<file path="src/assert_macros.svh">
// ----------------------------------------------------------------------------
// Assertion macros
// Same-cycle and next-cycle implication checks, disabled while in reset.
// ----------------------------------------------------------------------------
`ifndef ASSERT_MACROS_SVH
`define ASSERT_MACROS_SVH
`ifndef SYNTHESIS
`define ELS_ASSERT_SAME(lbl, clk, rst_n, ante, cons, msg) \
  lbl: assert property (@(posedge clk) disable iff (!rst_n) (ante) |-> (cons)) else $error(msg);
`define ELS_ASSERT_NEXT(lbl, clk, rst_n, ante, cons, msg) \
  lbl: assert property (@(posedge clk) disable iff (!rst_n) (ante) |=> (cons)) else $error(msg);
`else
`define ELS_ASSERT_SAME(lbl, clk, rst_n, ante, cons, msg)
`define ELS_ASSERT_NEXT(lbl, clk, rst_n, ante, cons, msg)
`endif
`endif

</file>
<file path="src/els_pkg.sv">
// ----------------------------------------------------------------------------
// els_pkg
// Shared constants, codes and types of the LOOK elevator scheduler.
// ----------------------------------------------------------------------------
package els_pkg;

  localparam int FLOOR_COUNT = 16;
  localparam int FLOOR_W     = 4;
  localparam int ID_W        = 7;
  localparam int TYPE_W      = 3;
  localparam int KIND_W      = 2;
  localparam int PEND_W      = 5;
  localparam int PEND_MAX    = 31;
  localparam int IDX_W       = $clog2(FLOOR_COUNT);
  localparam int CNT_W       = $clog2(FLOOR_COUNT + 1);

  localparam logic [TYPE_W-1:0] REQ_INTERNAL  = 3'd0;
  localparam logic [TYPE_W-1:0] REQ_EXTERNAL  = 3'd1;
  localparam logic [TYPE_W-1:0] REQ_ARRIVED   = 3'd2;
  localparam logic [TYPE_W-1:0] REQ_NEW_FLOOR = 3'd3;
  localparam logic [TYPE_W-1:0] REQ_BRAKE     = 3'd4;
  localparam logic [TYPE_W-1:0] REQ_OPEN      = 3'd5;
  localparam logic [TYPE_W-1:0] REQ_TICK      = 3'd6;

  localparam logic [KIND_W-1:0] KIND_TARGET = 2'd0;
  localparam logic [KIND_W-1:0] KIND_DOORS  = 2'd1;
  localparam logic [KIND_W-1:0] KIND_STATUS = 2'd2;

  typedef struct packed {
    logic [KIND_W-1:0]  kind;
    logic               target_valid;
    logic [FLOOR_W-1:0] target_floor;
    logic               status_direction;
    logic [FLOOR_W-1:0] status_floor;
    logic [PEND_W-1:0]  status_pending;
    logic               status_braked;
  } result_t;

  typedef struct packed {
    logic above;
    logic below;
  } cmp_res_t;

endpackage

</file>
<file path="src/els_cmp_unit.sv">
// ----------------------------------------------------------------------------
// els_cmp_unit
// Shared floor compare unit: places one marked floor above or below the car.
// ----------------------------------------------------------------------------
module els_cmp_unit (
  input  logic                    mark,
  input  logic [els_pkg::IDX_W-1:0] idx,
  input  logic [els_pkg::IDX_W-1:0] cur,
  output els_pkg::cmp_res_t       res
);
  import els_pkg::*;

  assign res.above = mark && (idx > cur);
  assign res.below = mark && (idx < cur);

endmodule

</file>
<file path="src/els_seq.sv">
// ----------------------------------------------------------------------------
// els_seq
// Request sequencer: decodes events, scans floors for counts, then for head.
// ----------------------------------------------------------------------------
module els_seq (
  input  logic                       clk,
  input  logic                       rst_n,
  input  logic                       start,
  input  logic [els_pkg::TYPE_W-1:0] req_type,
  input  logic [els_pkg::FLOOR_W-1:0] floor,
  input  logic [els_pkg::ID_W-1:0]   target_elevator,
  input  logic [els_pkg::ID_W-1:0]   elevator_id,
  output logic                       busy,
  output logic                       res_valid,
  output els_pkg::result_t           res
);
  import els_pkg::*;

  typedef enum logic [2:0] {
    ST_IDLE  = 3'b001,
    ST_COUNT = 3'b010,
    ST_HEAD  = 3'b100
  } state_t;

  state_t                 state_r, state_nxt;
  logic [FLOOR_COUNT-1:0] marks_r, marks_nxt;
  logic [IDX_W-1:0]       cur_r, cur_nxt;
  logic                   up_r, up_nxt;
  logic [PEND_W-1:0]      pend_r, pend_nxt;
  logic                   hv_r, hv_nxt;
  logic [IDX_W-1:0]       head_r, head_nxt;
  logic                   braked_r, braked_nxt;
  logic [IDX_W-1:0]       idx_r, idx_nxt;
  logic [CNT_W-1:0]       ahead_r, ahead_nxt;
  logic [CNT_W-1:0]       behind_r, behind_nxt;
  logic                   res_valid_r, res_valid_nxt;
  result_t                res_r, res_nxt;

  cmp_res_t         cmp;
  logic [IDX_W-1:0] fl_idx;
  logic             fl_ok;
  logic             ahead_hit, behind_hit, take, last;
  logic [CNT_W-1:0] ahead_sum, behind_sum;
  logic [CNT_W:0]   total;

  els_cmp_unit u_cmp (
    .mark (marks_r[idx_r]),
    .idx  (idx_r),
    .cur  (cur_r),
    .res  (cmp)
  );

  assign fl_idx     = IDX_W'(floor);
  assign fl_ok      = int'(floor) < FLOOR_COUNT;
  assign ahead_hit  = up_r ? cmp.above : cmp.below;
  assign behind_hit = up_r ? cmp.below : cmp.above;
  assign ahead_sum  = ahead_r + CNT_W'(ahead_hit);
  assign behind_sum = behind_r + CNT_W'(behind_hit);
  assign total      = {1'b0, ahead_sum} + {1'b0, behind_sum};
  assign last       = (idx_r == IDX_W'(FLOOR_COUNT - 1));
  assign take       = up_r ? (cmp.above && !hv_r) : cmp.below;

  always_comb begin
    logic [FLOOR_COUNT-1:0] marks_v;
    logic                   reorder;
    marks_v       = marks_r;
    reorder       = 1'b0;
    state_nxt     = state_r;
    cur_nxt       = cur_r;
    up_nxt        = up_r;
    pend_nxt      = pend_r;
    hv_nxt        = hv_r;
    head_nxt      = head_r;
    braked_nxt    = braked_r;
    idx_nxt       = idx_r;
    ahead_nxt     = ahead_r;
    behind_nxt    = behind_r;
    res_valid_nxt = 1'b0;
    res_nxt       = '0;
    unique case (state_r)
      ST_IDLE: begin
        if (start) begin
          case (req_type)
            REQ_INTERNAL: begin
              if (!braked_r && fl_ok) begin
                marks_v[fl_idx] = 1'b1;
                reorder         = 1'b1;
              end
            end
            REQ_EXTERNAL: begin
              if (!braked_r && target_elevator == elevator_id && fl_ok) begin
                if (fl_idx == cur_r && pend_r == '0) begin
                  res_valid_nxt = 1'b1;
                  res_nxt.kind  = KIND_DOORS;
                end else begin
                  marks_v[fl_idx] = 1'b1;
                  reorder         = 1'b1;
                end
              end
            end
            REQ_ARRIVED: begin
              if (hv_r) begin
                marks_v[head_r] = 1'b0;
              end
              reorder = 1'b1;
            end
            REQ_NEW_FLOOR: begin
              if (fl_ok) begin
                cur_nxt = fl_idx;
              end
            end
            REQ_BRAKE: begin
              braked_nxt = 1'b1;
            end
            REQ_OPEN: begin
              res_valid_nxt = 1'b1;
              res_nxt.kind  = KIND_DOORS;
            end
            REQ_TICK: begin
              res_valid_nxt            = 1'b1;
              res_nxt.kind             = KIND_STATUS;
              res_nxt.status_direction = up_r;
              res_nxt.status_floor     = FLOOR_W'(cur_r);
              res_nxt.status_pending   = pend_r;
              res_nxt.status_braked    = braked_r;
            end
            default: begin
            end
          endcase
          if (reorder) begin
            marks_v[cur_r] = 1'b0;
            idx_nxt        = '0;
            ahead_nxt      = '0;
            behind_nxt     = '0;
            state_nxt      = ST_COUNT;
          end
        end
      end
      ST_COUNT: begin
        ahead_nxt  = ahead_sum;
        behind_nxt = behind_sum;
        idx_nxt    = idx_r + 1'b1;
        if (last) begin
          if (ahead_sum == '0 && behind_sum != '0) begin
            up_nxt = !up_r;
          end
          pend_nxt  = (int'(total) > PEND_MAX) ? PEND_W'(PEND_MAX) : PEND_W'(total);
          idx_nxt   = '0;
          hv_nxt    = 1'b0;
          head_nxt  = '0;
          state_nxt = ST_HEAD;
        end
      end
      ST_HEAD: begin
        if (take) begin
          hv_nxt   = 1'b1;
          head_nxt = idx_r;
        end
        idx_nxt = idx_r + 1'b1;
        if (last) begin
          res_valid_nxt        = 1'b1;
          res_nxt.kind         = KIND_TARGET;
          res_nxt.target_valid = hv_r || take;
          res_nxt.target_floor = (hv_r || take) ? FLOOR_W'(take ? idx_r : head_r) : '0;
          idx_nxt              = '0;
          state_nxt            = ST_IDLE;
        end
      end
      default: begin
        state_nxt = ST_IDLE;
      end
    endcase
    marks_nxt = marks_v;
  end

  always_ff @(posedge clk) begin
    if (!rst_n) begin
      state_r     <= ST_IDLE;
      marks_r     <= '0;
      cur_r       <= '0;
      up_r        <= 1'b1;
      pend_r      <= '0;
      hv_r        <= 1'b0;
      head_r      <= '0;
      braked_r    <= 1'b0;
      idx_r       <= '0;
      ahead_r     <= '0;
      behind_r    <= '0;
      res_valid_r <= 1'b0;
    end else begin
      state_r     <= state_nxt;
      marks_r     <= marks_nxt;
      cur_r       <= cur_nxt;
      up_r        <= up_nxt;
      pend_r      <= pend_nxt;
      hv_r        <= hv_nxt;
      head_r      <= head_nxt;
      braked_r    <= braked_nxt;
      idx_r       <= idx_nxt;
      ahead_r     <= ahead_nxt;
      behind_r    <= behind_nxt;
      res_valid_r <= res_valid_nxt;
    end
  end

  always_ff @(posedge clk) begin
    res_r <= res_nxt;
  end

  assign busy      = (state_r != ST_IDLE);
  assign res_valid = res_valid_r;
  assign res       = res_r;

endmodule

</file>
<file path="src/elevator_look_scheduler_top.sv">
// ----------------------------------------------------------------------------
// elevator_look_scheduler_top
// LOOK request scheduler for one elevator car, command-style interface.
// ----------------------------------------------------------------------------
// An event is taken when start is high and busy is low. Floor requests and
// arrivals start a reorder that walks every floor twice through one shared
// compare unit, once to count floors ahead and behind, once to find the
// nearest floor ahead: busy stays high through both walks, and the new
// target shows in the cycle where busy falls. Every other event leaves busy
// low, and its result, if any, shows on the next cycle. Each
// result is on the out_ ports for exactly one cycle with out_valid high;
// the receiver cannot stall, so it must take every transfer as it comes.
// Write cfg_wdata with cfg_we only while the block is idle.
`include "assert_macros.svh"

module elevator_look_scheduler_top (
  input  logic                        clk,
  input  logic                        rst_n,
  input  logic                        start,
  output logic                        busy,
  input  logic [els_pkg::TYPE_W-1:0]  in_req_type,
  input  logic [els_pkg::FLOOR_W-1:0] in_floor,
  input  logic [els_pkg::ID_W-1:0]    in_target_elevator,
  input  logic                        cfg_we,
  input  logic [els_pkg::ID_W-1:0]    cfg_wdata,
  output logic                        out_valid,
  output logic [els_pkg::KIND_W-1:0]  out_result_kind,
  output logic                        out_target_valid,
  output logic [els_pkg::FLOOR_W-1:0] out_target_floor,
  output logic                        out_status_direction,
  output logic [els_pkg::FLOOR_W-1:0] out_status_floor,
  output logic [els_pkg::PEND_W-1:0]  out_status_pending,
  output logic                        out_status_braked
);
  import els_pkg::*;

  logic [ID_W-1:0] elevator_id_r, elevator_id_nxt;
  result_t         res;
  logic            tick_take, brake_take, status_out, other_out;

  assign elevator_id_nxt = cfg_we ? cfg_wdata : elevator_id_r;

  always_ff @(posedge clk) begin
    if (!rst_n) begin
      elevator_id_r <= '0;
    end else begin
      elevator_id_r <= elevator_id_nxt;
    end
  end

  els_seq u_seq (
    .clk             (clk),
    .rst_n           (rst_n),
    .start           (start),
    .req_type        (in_req_type),
    .floor           (in_floor),
    .target_elevator (in_target_elevator),
    .elevator_id     (elevator_id_r),
    .busy            (busy),
    .res_valid       (out_valid),
    .res             (res)
  );

  assign out_result_kind      = res.kind;
  assign out_target_valid     = res.target_valid;
  assign out_target_floor     = res.target_floor;
  assign out_status_direction = res.status_direction;
  assign out_status_floor     = res.status_floor;
  assign out_status_pending   = res.status_pending;
  assign out_status_braked    = res.status_braked;

  assign tick_take  = start && !busy && (in_req_type == REQ_TICK);
  assign brake_take = start && !busy && (in_req_type == REQ_BRAKE);
  assign status_out = out_valid && (out_result_kind == KIND_STATUS);
  assign other_out  = out_valid && (out_result_kind != KIND_TARGET);

  `ELS_ASSERT_SAME(a_out_when_idle, clk, rst_n, out_valid, !busy, "result while busy")
  `ELS_ASSERT_NEXT(a_tick_status, clk, rst_n, tick_take, status_out, "tick gave no status")
  `ELS_ASSERT_SAME(a_target_only, clk, rst_n, other_out, !out_target_valid, "stray target flag")
  `ELS_ASSERT_NEXT(a_brake_silent, clk, rst_n, brake_take, !out_valid && !busy, "brake result")

endmodule
</file>
<file path="config.mk">
export PLATFORM = sky130hd
export DESIGN_NAME = elevator_look_scheduler_top
export DESIGN_NICKNAME = d
export VERILOG_FILES = /design/src/els_pkg.sv /design/src/els_cmp_unit.sv /design/src/els_seq.sv /design/src/elevator_look_scheduler_top.sv
export VERILOG_INCLUDE_DIRS = /design/src /design/src/src
export SDC_FILE = /design/constraint.sdc
export NUM_CORES = 1
export LEC_CHECK = 0
export BUFFER_PORTS_ARGS = -buffer_cell sky130_fd_sc_hd__buf_2
export CAP_MARGIN = 5
export CORE_UTILIZATION = 45
export CTS_CLUSTER_SIZE = 16
export DETAILED_ROUTE_END_ITERATION = 6
export GPL_ROUTABILITY_DRIVEN = 0
export SYNTH_ARGS = -nofsm -noshare
export SYNTH_HDL_FRONTEND = slang
export SYNTH_SLANG_ARGS = --single-unit
</file>
<file path="constraint.sdc">
create_clock -name clk -period 6.45 [get_ports clk]
set_clock_uncertainty 0.15 [all_clocks]
set_input_delay 0.645 -clock clk [delete_from_list [all_inputs] [get_ports clk]]
set_output_delay 0.645 -clock clk [all_outputs]
set_load 0.005 [all_outputs]
</file>
# After elaboration in Yosys (flattened, before gate mapping)
# Index checks and enable logic that the tools add are counted.
[classes]
n_addsub = 4
magnitude_cmp = 10
eq_ne = 18
mux = 56
n_bitwise = 5
n_reduce_logical = 35
[op_table]
columns = ["operator", "count"]
rows = [
  ["$mux W16", 7],
  ["$pmux W16 S3", 1],
  ["$and A16 B16 Y16", 2],
  ["$not A16 Y16", 2],
  ["$reduce_and A3 Y1", 8],
  ["$lt A4 B5 Y1 const B", 4],
  ["$mux W4", 5],
  ["$pmux W5 S2", 2],
  ["$mux W1", 19],
  ["$or A16 B16 Y16", 1],
  ["$pmux W4 S2", 2],
  ["$mux W5", 3],
  ["$demux W1 S4", 3],
  ["$eq A3 B3 Y1 const B", 4],
  ["$ge A4 B1 Y1 const B", 3],
  ["$mux W3", 4],
  ["$add A5 B1 Y5", 2],
  ["$logic_not A5 Y1", 2],
  ["$eq A3 B2 Y1 const B", 3],
  ["$logic_and A1 B1 Y1", 9],
  ["$pmux W3 S3", 1],
  ["$ne A2 B1 Y1 const B", 4],
  ["$reduce_and A2 Y1", 4],
  ["$eq A7 B7 Y1", 1],
  ["other kinds (23)", 32],
]
[totals]
ff_bits = 75
input_bits = 25
output_inout_bits = 20
elab_cells = 148

# Longest topological paths before layout
# Gate-level depths: netlist of the first run.
[logic_depth]
word_depth = 12
mapped_depth = 18
ltp_nobuf = 17

# By module
# Synthesis of the first run repeated with hierarchy kept, for this count alone.
[hier_totals]
cells_unflattened = 496
hier_area_um2 = 4182.8
[by_module_without_submodules]
columns = ["module", "instances", "cells_each", "area_per_inst_um2", "seq_area_each_um2"]
rows = [
  ["els_seq", 1, 459, 3807.4, 1361.3],
  ["elevator_look_scheduler_top", 1, 22, 265.3, 140.1],
  ["els_cmp_unit", 1, 15, 110.1, 0.0],
]

# Worst setup path before layout of the first run
# OpenSTA, ideal clock, no wires.
[synth_timing]
path_type = "flip-flop to flip-flop"
start = "register u_seq.cur_r[3]"
end = "register u_seq.pend_r[0]"
setup_time_ps = 119
arrival_ps = 3765
t_required_ps = 6181
slack_ps = 2416
stages_incl_launch_ff = 16
n_path_buf = 0
period_less_slack_ps = 4034
cell_sequence = "dfxtp_1 > inv_1 > ha_1 > a21o_1 > or3_1 > a21o_2 > inv_1 > ha_1 > ha_1 > xor2_1 > ha_1 > a31oi_1 > o21ai_0 > maj3_1 > a211o_1 > o221a_2"
[synth_via]
elab_chain_cells = 7
elab_cells_between_ends = 11
cone_classes = "add/sub: 3; order compare: 3; mux: 3; reduce/logical: 2"
[synth_lines]
columns = ["item", "line_no", "rtl"]
rows = [
  ["start: declaration", "els_seq.sv:27", "logic [IDX_W-1:0] cur_r, cur_nxt;"],
  ["start signal: assignment", "els_seq.sv:193", "cur_r <= cur_nxt;"],
  ["$lt A4 B4 Y1 or $gt A4 B4 Y1 (tied branches)", "els_cmp_unit.sv:14, els_cmp_unit.sv:13", ""],
  ["$logic_and A1 B1 Y1, on equally long branches", "els_cmp_unit.sv:14, els_cmp_unit.sv:13", ""],
  ["$mux W1, on equally long branches", "els_seq.sv:55, els_seq.sv:56", ""],
  ["$add A5 B1 Y5, on equally long branches", "els_seq.sv:57, els_seq.sv:58", ""],
  ["$add A5 B5 Y6 *", "els_seq.sv:59", "assign total = {1'b0, ahead_sum} + {1'b0, behind_sum};"],
  ["$gt A6 B5 Y1", "els_seq.sv:147", "pend_nxt = (int'(total) > PEND_MAX) ? PEND_W'(PEND_MAX) : PEND_W'(total);"],
  ["$mux W5 *", "els_seq.sv:147", ""],
  ["end signal: assignment", "els_seq.sv:195", "pend_r <= pend_nxt;"],
  ["end: declaration", "els_seq.sv:29", "logic [PEND_W-1:0] pend_r, pend_nxt;"],
]
# Mark *: on every way between the ends. The rest lies on a longest branch, timed or not.
# A chain may end at the register's enable or synchronous reset.

# Final worst setup path of the first run
[layout_timing]
start = "register u_seq.idx_r[0]"
end = "register u_seq.pend_r[1]"
[layout_via]
elab_chain_cells = 8
elab_cells_between_ends = 15
cone_classes = "add/sub: 3; order compare: 3; eq/ne: 1; mux: 5; reduce/logical: 3"
[layout_lines]
columns = ["item", "line_no", "rtl"]
rows = [
  ["start: declaration", "els_seq.sv:33", "logic [IDX_W-1:0] idx_r, idx_nxt;"],
  ["start signal: assignment", "els_seq.sv:199", "idx_r <= idx_nxt;"],
  ["$bmux W1 S4", "els_seq.sv:47", ".mark (marks_r[idx_r]),"],
  ["$mux W1 (not written as such)", "els_seq.sv:47", ""],
  ["$logic_and A1 B1 Y1, on equally long branches", "els_cmp_unit.sv:14, els_cmp_unit.sv:13", ""],
  ["$mux W1, on equally long branches", "els_seq.sv:55, els_seq.sv:56", ""],
  ["$add A5 B1 Y5, on equally long branches", "els_seq.sv:57, els_seq.sv:58", ""],
  ["$add A5 B5 Y6", "els_seq.sv:59", ""],
  ["$gt A6 B5 Y1", "els_seq.sv:147", ""],
  ["$mux W5", "els_seq.sv:147", ""],
]
# Several ways; a longest one is shown, not always the timed one. The select of a mux whose other input is x is not followed.

==> summary.md, run 1 <==
| Metric | Value |
|---|---|
| Die height | 97.25 um |
| Synthesized area | 0.004083 mm2 |
| ANT nets after route | 0 |
| Hold Slack | 0.3362 ns |
| Post-synth top area cell | dfxtp_1 |
| Max Root-Sink Buffers | 2 |
| CTS buffer count | 9 |
| Skew-Pair Late Insertion Delay | 0.36 ns |
| Largest net degree at the start of global routing | 65 |
| Clock sinks | 75 |
| Hold_sp | u_seq.pend_r[3] |
| Crit Path Max Fanout | 12 |
| Synth Warn # | 0 |
| Clk slew on worst S/H paths | 0.08 ns |
| Drt total wl | 9.937 mm |
| Hold Path Class | reg2reg |
| Crit start category | flop |
| Ratio of cells with drive above 1 in the final layout | 17.39% |
| Final net count | 517 |
| Congestion Overflow GR | 0 |
| First-pass GRT wire length | 16.39 mm |
| Resized Gates After CTS | 0 |
| Post-synthesis sequential area ratio | 36.78% |
| Post-synth EDFFs | 0 |
| R2R cell count | 17 |
| Synth async-reset ratio | 0% |
| Leak pwr | 1.808 nW |
| Setup Buffers After CTS | 0 |
| Fin crit share | 69.47% |
| Vias in the first global route | 3225 |
| Ant diodes | 0 |
| Worst hold endpoint | u_seq.res[4] |
| Worst-Margin Slew | 1.280 ns |
| Max Slew Vio Count | 0 |
| Fmax | 223.2 MHz |
| Prevailing post-synth register cell | dfxtp_1 |
| Largest cells by area after synthesis | dfxtp_1 37%, mux2i_1 4.9%, ha_1 4.3%, o21ai_0 3.8%, a31oi_1 3.2% |
| Die ar. | 0.009458 mm2 |
| Status | completed |
| Detailed-route DRC error count | 0 |
| VDD IR max | 0.1099 mV |
| Die X | 97.25 um |
| CTS tree | yes |
| Setup violators final | 0 |
| FF+latch count, synth | 75 |
| Tot Pwr | 0.001066 W |
| Post-Syn Instances | 442 |
| Maxcap violations | 0 |
| Total track usage | 21.56% |
| Post-Syn Nets | 481 |
| P&R area growth vs syn | 11.43% |
| CP endpoint kind | flop |
| IO buf count | 44 |
| Mean Syn Cell Area | 9.237 um2 |
| Hold path cells | 1 |
| Clk root buf | clkbuf_8 |
| CP arrival | 4.57 ns |
| Worst R2R End | u_seq.pend_r[1] |
| WP data required | 6.54 ns |
| Initial Util | 46.59% |
| R2R Path Start | u_seq.idx_r[0] |
| DR iter-0 viols | 131 |
| Most common cell in the synthesized netlist | dfxtp_1 |
| Vias per Instance | 5.844 |
| Setup TNS | 0 ns |
| Initial antenna violation count | 0 |
| Routed len/inst | 16.81 um |
| Critical path class | reg2reg |
| CORE AREA | 0.008763 mm2 |
| IO Pins | 45 |
| DR pass1 iterations | 5 |
| RSZ-0062 raised after global routing | false |
| Post-synthesis cell type count | 68 |
| Max-slew headroom | 14.68% |
| H-tree Lvls | 3 |
| Power Density | 234.4 mW/mm2 |
| FP Rows | 34 |
| Post-CTS Hold Buffers | 0 |
| Post-synth top area share | 36.78% |
| List of most frequent post-synthesis cells | 75 x dfxtp_1, 32 x nand2_1, 31 x o21ai_0 |
| Hpwl dp | 7.279 mm |
| Final hold vios | 0 |
| Min Tclk post-route | 4.481 ns |
| Vias | 3454 |
| Worst reg2reg setup slack | 1.97 ns |
## worst max-delay path: stages (launching register included)
cell and delay (ns):
dfxtp_1 0.65, inv_1 0.16, ha_1 0.22, nand2b_1 0.13
a21oi_1 0.26, o22a_2 0.23, nand2_1 0.06, a21o_2 0.21
inv_1 0.05, ha_1 0.16, ha_1 0.23, xor2_1 0.29
ha_1 0.32, a31oi_1 0.13, o21ai_0 0.14, maj3_1 0.37
a211o_1 0.36, o221a_2 0.26
## report_power, final
group          internal, W  total (W)  switching (W)
Sequential        0.000472   0.000489      0.0000169
Combinational    0.0000488   0.000134      0.0000854
Clock             0.000258   0.000443       0.000185
## per-layer routing
layer  track usage [%]  vias to the layer above  routed length (um)
li1                  -                     1709                   -
met1             30.95                     1620                4874
met2             32.50                      108                4366
met3             3.381                       17                 520
met4             8.145                        0                 176
met5                 0                        -                   0
## final cells by class
class                           instances  area, um2
Clock buffer                           10      127.6
Clock inverter                          6      113.9
Fill cell                             835       4214
Inverter                               14      52.55
Multi-Input combinational cell        334       2399
Sequential cell                        75       1501
Tap cell                              108      135.1
Timing Repair Buffer                   44      220.2
## layout by cell type, fill, tap and decap left out, types with 2 or more instances in the layout
master / count
o221a_2: 4
a221oi_2: 2
maj3_1: 2
and3_1: 5
a21oi_1: 11
dfxtp_1: 75
nor4_1: 6
nand2b_1: 4
o21a_1: 5
nor2b_1: 12
a31oi_1: 21
inv_1: 14
clkbuf_8: 9
nand2_1: 32
a211oi_1: 16
ha_1: 14
buf_2: 44
o21ai_0: 31
a21boi_0: 6
o2111ai_1: 2
xnor2_1: 14
xor2_1: 12
nand3_1: 16
mux4_1: 2
bufinv_16: 3
and2_1: 12
or3_1: 2
mux2i_1: 20
o211ai_1: 6
or4_1: 2
nand3b_1: 5
nor2_1: 23
nor3_1: 8
nor3b_1: 2
nor4_4: 2
clkinvlp_4: 2
a21o_1: 5
nor4_2: 2
## metrics by stage
stage / setup WS, ns / area, um2 / utilization (%) / cells
2_1_floorplan: 2.416 / 4083 / - / 442
3_3_place_gp: 2.154 / 4308 / 49.16 / 575
3_5_place_dp: 2.008 / 4308 / 49.16 / 575
4_1_cts: 1.976 / 4549 / 51.91 / 591
5_1_grt: 1.609 / 4549 / 51.91 / 591
6_report: 1.969 / 4549 / 51.91 / 591
## how the worst max path moves through the flow
| stage | slack (ns) | startpoint | cells past startpoint | to |
|---|---|---|---|---|
| 2_1_floorplan | 2.42 | u_seq.cur_r[3] | 15 | u_seq.pend_r[0] |
| 5_1_grt | 1.61 | u_seq.idx_r[0] | 17 | u_seq.pend_r[2] |
| 6_report | 1.97 | u_seq.idx_r[0] | 17 | u_seq.pend_r[1] |
| 4_1_cts | 1.98 | u_seq.idx_r[0] | 17 | u_seq.pend_r[1] |
| 3_3_place_gp | 2.15 | u_seq.idx_r[0] | 17 | u_seq.pend_r[1] |
| 3_5_place_dp | 2.01 | u_seq.idx_r[0] | 17 | u_seq.pend_r[1] |
## sequential cells by signal, indices dropped and copies added, names as in the netlist
register         flops
u_seq.cur_r          4
u_seq.up_r           1
u_seq.hv_r           1
u_seq.marks_r       16
u_seq.idx_r          4
u_seq.pend_r         5
elevator_id_r        7
u_seq.ahead_r        5
u_seq.state_r        3
u_seq.behind_r       5
u_seq.res_valid      1
u_seq.res           18
u_seq.head_r         4
u_seq.braked_r       1
## cells by family (layout without fill, tap and decap cells)
logic type	count (synthesis)	count (layout)	synth area share (%)
multiplexers	22	22	6.191
buffers and inverters	33	74	4.627
AND/OR/NAND/NOR	144	144	20.53
AO/OA/AOI/OAI	126	126	21.51
XOR/XNOR	26	26	5.578
flip-flops	75	75	36.78
adder cells (fa/ha/maj)	16	16	4.781
Note: power is estimated with default switching activity, not from simulation.
==> run 2: changes to the inputs <==
clock period = 4.5 ns   (was 6.45 ns; I/O delays follow)
==> summary.md, run 2 (same netlist as run 1, synthesis figures left out) <==
| Metric | Value |
|---|---|
| Status | completed |
| Max-slew headroom | 16.81% |
| Post-CTS Hold Buffers | 0 |
| Initial Util | 46.59% |
| Initial antenna violation count | 0 |
| Die X | 97.25 um |
| Hold_sp | cfg_wdata[6] |
| First-pass GRT wire length | 16.60 mm |
| CTS tree | yes |
| Critical path class | reg2reg |
| Clk root buf | clkbuf_8 |
| Fmax | 237.6 MHz |
| Vias per Instance | 5.897 |
| Clk slew on worst S/H paths | 0.08 ns |
| Die height | 97.25 um |
| DP Area | 0.004330 mm2 |
| FP Rows | 34 |
| Total track usage | 22.08% |
| Ratio of cells with drive above 1 in the final layout | 17.70% |
| Ant diodes | 0 |
| P&R area growth vs syn | 10.82% |
| Largest net degree at the start of global routing | 65 |
| Clock sinks | 75 |
| H-tree Lvls | 3 |
| WP data required | 4.60 ns |
| IO buf count | 44 |
| Most frequent cells in the layout | 75 x dfxtp_1, 44 x buf_2, 32 x nand2_1 |
| Fin crit share | 93.54% |
| VDD IR max | 0.1597 mV |
| Max Slew Vio Count | 0 |
| RSZ-0062 raised after global routing | false |
| Crit Path Max Fanout | 11 |
| CP endpoint kind | flop |
| Worst reg2reg setup slack | 0.29 ns |
| Detailed-route DRC error count | 0 |
| FF+latch area | 0.001501 mm2 |
| Min Tclk post-route | 4.209 ns |
| Routed len/inst | 17.32 um |
| Worst-Margin Slew | 1.248 ns |
| Largest stage delay, worst path | 0.54 ns |
| Setup violators final | 0 |
| Setup Buffers After CTS | 0 |
| Resized Gates After CTS | 0 |
| Worst hold endpoint | elevator_id_r[6] |
| Tot Pwr | 0.001424 W |
| CP arrival | 4.31 ns |
| Vias in the first global route | 3254 |
| Post-Route Utilization | 51.63% |
| Slowest-stage cell, CP | dfxtp_1 |
| CTS buffer count | 9 |
| Worst R2R End | u_seq.pend_r[1] |
| Crit start category | flop |
| Vias | 3503 |
| Skew-Pair Late Insertion Delay | 0.35 ns |
| CORE AREA | 0.008763 mm2 |
| Hpwl dp | 7.447 mm |
| CP cell instances | ha_1, nand2_1, a21oi_1, or3_1, a21o_2, inv_1, ha_1, ha_1, xor2_1, ha_1, a31oi_1, o21ai_0, maj3_1, a211o_1, o221a_2 |
| DR pass1 iterations | 5 |
| Hold path cells | 3 |
| Maxcap violations | 0 |
| Leak pwr | 1.802 nW |
| Max Root-Sink Buffers | 2 |
| Final net count | 520 |
| Final hold vios | 0 |
| Max reg flops | 18 |
| R2R Path Start | u_seq.idx_r[3] |
| Leading cell type in the layout, fill and taps excluded | dfxtp_1 |
| Power Density | 314.8 mW/mm2 |
| Congestion Overflow GR | 0 |
| ANT nets after route | 0 |
| Setup TNS | 0 ns |
| Final Instance Area | 0.004524 mm2 |
| Area taken by multi-input logic gates | 0.002399 mm2 |
| Die ar. | 0.009458 mm2 |
| Drt total wl | 10.29 mm |
| R2R cell count | 15 |
| DR iter-0 viols | 195 |
| IO Pins | 45 |
| Fillers | 841 |
| Hold Path Class | in2reg |
| Cell mode on critical path | ha_1 |
==> run 2: final cells by class <==
cell class                 count  area share, %
clock inverter                 5          1.383
multi-input combinational    334          53.01
clock buffer                  11          2.904
tap                          108          2.987
sequential                    75          33.19
timing repair buffer          47          5.365
inverter                      14          1.162
==> run 2: power breakdown <==
group | total [W] | switching [W] | internal, W | leakage (nW)
clock | 0.000525 | 0.000265 | 0.000260 | 0.0901
combinational | 0.000201 | 0.000130 | 0.0000716 | 1.11
sequential | 0.000698 | 0.0000206 | 0.000677 | 0.606
total | 0.00142 | 0.000416 | 0.00101 | 1.80
==> run 2: through the flow <==
stage,hold WS (ns),instances,worst slack (ns)
6_report,0.1973,594,0.2906
5_1_grt,0.2205,594,0.03222
4_1_cts,0.1869,594,0.2906
3_5_place_dp,0.3121,578,0.3349
3_3_place_gp,0.3177,578,0.4334
2_1_floorplan,0.2918,442,0.4660
==> run 2: layer usage <==
layer | part of all wire, % | track usage, % | up-vias
li1 | - | - | 1711
met2 | 42 | 32.50 | 142
met5 | 0 | 0 | -
met3 | 6.5 | 4.317 | 21
met4 | 1.5 | 7.805 | 0
met1 | 50 | 32.03 | 1629
==> run 2: worst max-delay path: cells and delay by family (launching register included) <==
family	cells	cell delay, ns
adder cells (fa/ha/maj)	5	1.36
AO/OA/AOI/OAI	6	1.22
flip-flops	1	0.54
AND/OR/NAND/NOR	2	0.49
XOR/XNOR	1	0.27
buffers and inverters	1	0.06
==> run 2: worst max-delay path by stage <==
stage / start / end / cells past startpoint
floorplan: u_seq.cur_r[3] / u_seq.pend_r[0] / 15
global placement: u_seq.idx_r[3] / u_seq.pend_r[4] / 14
detailed placement: u_seq.cur_r[1] / u_seq.pend_r[0] / 16
CTS: u_seq.cur_r[1] / u_seq.pend_r[1] / 16
global route: u_seq.cur_r[1] / u_seq.pend_r[2] / 17
finish: u_seq.idx_r[3] / u_seq.pend_r[1] / 15
==> run 3: changes to the inputs <==
PLACE_DENSITY = 0.66   (was unset)
==> summary.md, run 3 (same netlist as run 1, synthesis figures left out) <==
| Metric | Value |
|---|---|
| ANT nets after route | 0 |
| Crit start category | flop |
| Vias | 3521 |
| Setup violators final | 0 |
| Drt total wl | 10.28 mm |
| Post-CTS Hold Buffers | 0 |
| P&R area growth vs syn | 11.55% |
| CP endpoint kind | flop |
| Max Slew Vio Count | 0 |
| Resized Gates After CTS | 0 |
| First-pass GRT wire length | 17.02 mm |
| Number of buffers and inverters on the critical path | 2 |
| CTS tree | yes |
| Final net count | 524 |
| Fin crit share | 94.45% |
| Congestion Overflow GR | 0 |
| Maxcap violations | 0 |
| IO Pins | 45 |
| Critical path class | reg2reg |
| Die X | 97.25 um |
| Clk root buf | clkbuf_8 |
| Largest net degree at the start of global routing | 65 |
| Fillers | 855 |
| Delay-heaviest family, CP | adder cells |
| Slowest-stage cell, CP | dfxtp_1 |
| Skew-Pair Late Insertion Delay | 0.35 ns |
| Initial Util | 46.59% |
| Initial antenna violation count | 0 |
| Clk slew on worst S/H paths | 0.08 ns |
| Post-Layout Cell Count | 598 |
| FP Rows | 34 |
| Vias in the first global route | 3312 |
| CTS buffer count | 9 |
| Most frequent cells in the layout | 75 x dfxtp_1, 44 x buf_2, 32 x nand2_1 |
| Fmax | 235.3 MHz |
| Setup TNS | 0 ns |
| Leak pwr | 1.832 nW |
| GR Layer Usage met3 | 3.957% |
| Clock sinks | 75 |
| GR Layer Usage met1 | 30.98% |
| Most Crowded Layer GR | met2 |
| Worst reg2reg setup slack | 0.25 ns |
| Die height | 97.25 um |
| CORE AREA | 0.008763 mm2 |
| CP cell instances | inv_1, ha_1, nand2b_1, a21oi_1, or3_1, a21o_2, inv_1, ha_1, ha_1, xor2_1, ha_1, a31oi_1, o21ai_0, maj3_1, a211o_1, o221a_2 |
| Placed insts | 581 |
| Detailed-route DRC error count | 0 |
| Max-slew headroom | 28.10% |
| Setup Buffers After CTS | 0 |
| CP arrival | 4.35 ns |
| Hpwl dp | 7.659 mm |
| Final hold vios | 0 |
| DR pass1 iterations | 5 |
| Min Tclk post-route | 4.250 ns |
| Ratio of cells with drive above 1 in the final layout | 18.57% |
| Total track usage | 22.48% |
| Area taken by multi-input logic gates | 0.002399 mm2 |
| FF+latch area | 0.001501 mm2 |
| Hold Path Class | in2reg |
| Largest stage delay, worst path | 0.44 ns |
| WP data required | 4.60 ns |
| DR iter-0 viols | 211 |
| Routed len/inst | 17.19 um |
| Grt met2 use | 34.07% |
| VDD IR max | 0.1726 mV |
| Cell mode on critical path | ha_1 |
| RSZ-0062 raised after global routing | false |
| Worst-Margin Slew | 1.069 ns |
| H-tree Lvls | 3 |
| IO buf count | 44 |
| Leading cell type in the layout, fill and taps excluded | dfxtp_1 |
| Max Root-Sink Buffers | 2 |
| Die ar. | 0.009458 mm2 |
| Crit Path Max Fanout | 6 |
| Ant diodes | 0 |
| Status | completed |
| Vias per Instance | 5.888 |
| Max reg flops | 18 |
| Power Density | 313.6 mW/mm2 |
-- run 3: layout make-up --
class	instances	area share, %
multi-input cells	334	52.66
flip-flops and latches	75	32.97
clock buffers	11	3.104
clock inverters	5	1.154
well taps	108	2.967
inverters	14	1.154
repair buffers	51	5.989
-- run 3: worst paths after layout --
| path | from | to | cells past startpoint |
|---|---|---|---|
| setup / recovery | u_seq.cur_r[1] | u_seq.pend_r[2] | 16 |
| hold / removal | cfg_wdata[3] | elevator_id_r[3] | 3 |
| setup reg to reg | u_seq.cur_r[1] | u_seq.pend_r[2] | 16 |
| hold reg to reg | u_seq.pend_r[3] | u_seq.res[4] | 1 |
-- run 3: routing by layer --
layer | vias up | share of wire [%]
li1 | 1726 | -
met1 | 1632 | 47
met2 | 136 | 44
met3 | 27 | 5.9
met4 | 0 | 2.6
met5 | - | 0
-- run 3: metrics by stage --
| step | cell area [um2] | power (W) | setup slack [ns] | hold slack [ns] | utilization, % |
|---|---|---|---|---|---|
| floorplan | 4083 | 0.0008671 | 0.4660 | 0.2918 | - |
| global placement | 4353 | 0.0009101 | 0.4278 | 0.3186 | 49.67 |
| detailed placement | 4353 | 0.0009132 | 0.2771 | 0.3108 | 49.67 |
| CTS | 4547 | 0.001433 | 0.2675 | 0.1999 | 51.88 |
| global route | 4554 | 0.001485 | 0.02148 | 0.2337 | 51.97 |
| finish | 4554 | 0.001428 | 0.2498 | 0.2044 | 51.97 |
-- run 3: power breakdown --
group	switching [W]	total, W	internal, W
clock	0.000258	0.000526	0.000269
sequential	0.0000211	0.000698	0.000677
combinational	0.000130	0.000204	0.0000733
total	0.000409	0.00143	0.00102
-- run 3: worst reg2reg max path, cell delays in order, from the launching register on --
cell and delay, ns:
dfxtp_1 0.44, inv_1 0.11, ha_1 0.30, nand2b_1 0.08, a21oi_1 0.10, or3_1 0.42, a21o_2 0.25, inv_1 0.05
ha_1 0.15, ha_1 0.23, xor2_1 0.27, ha_1 0.31, a31oi_1 0.14, o21ai_0 0.16, maj3_1 0.38, a211o_1 0.35
o221a_2 0.26
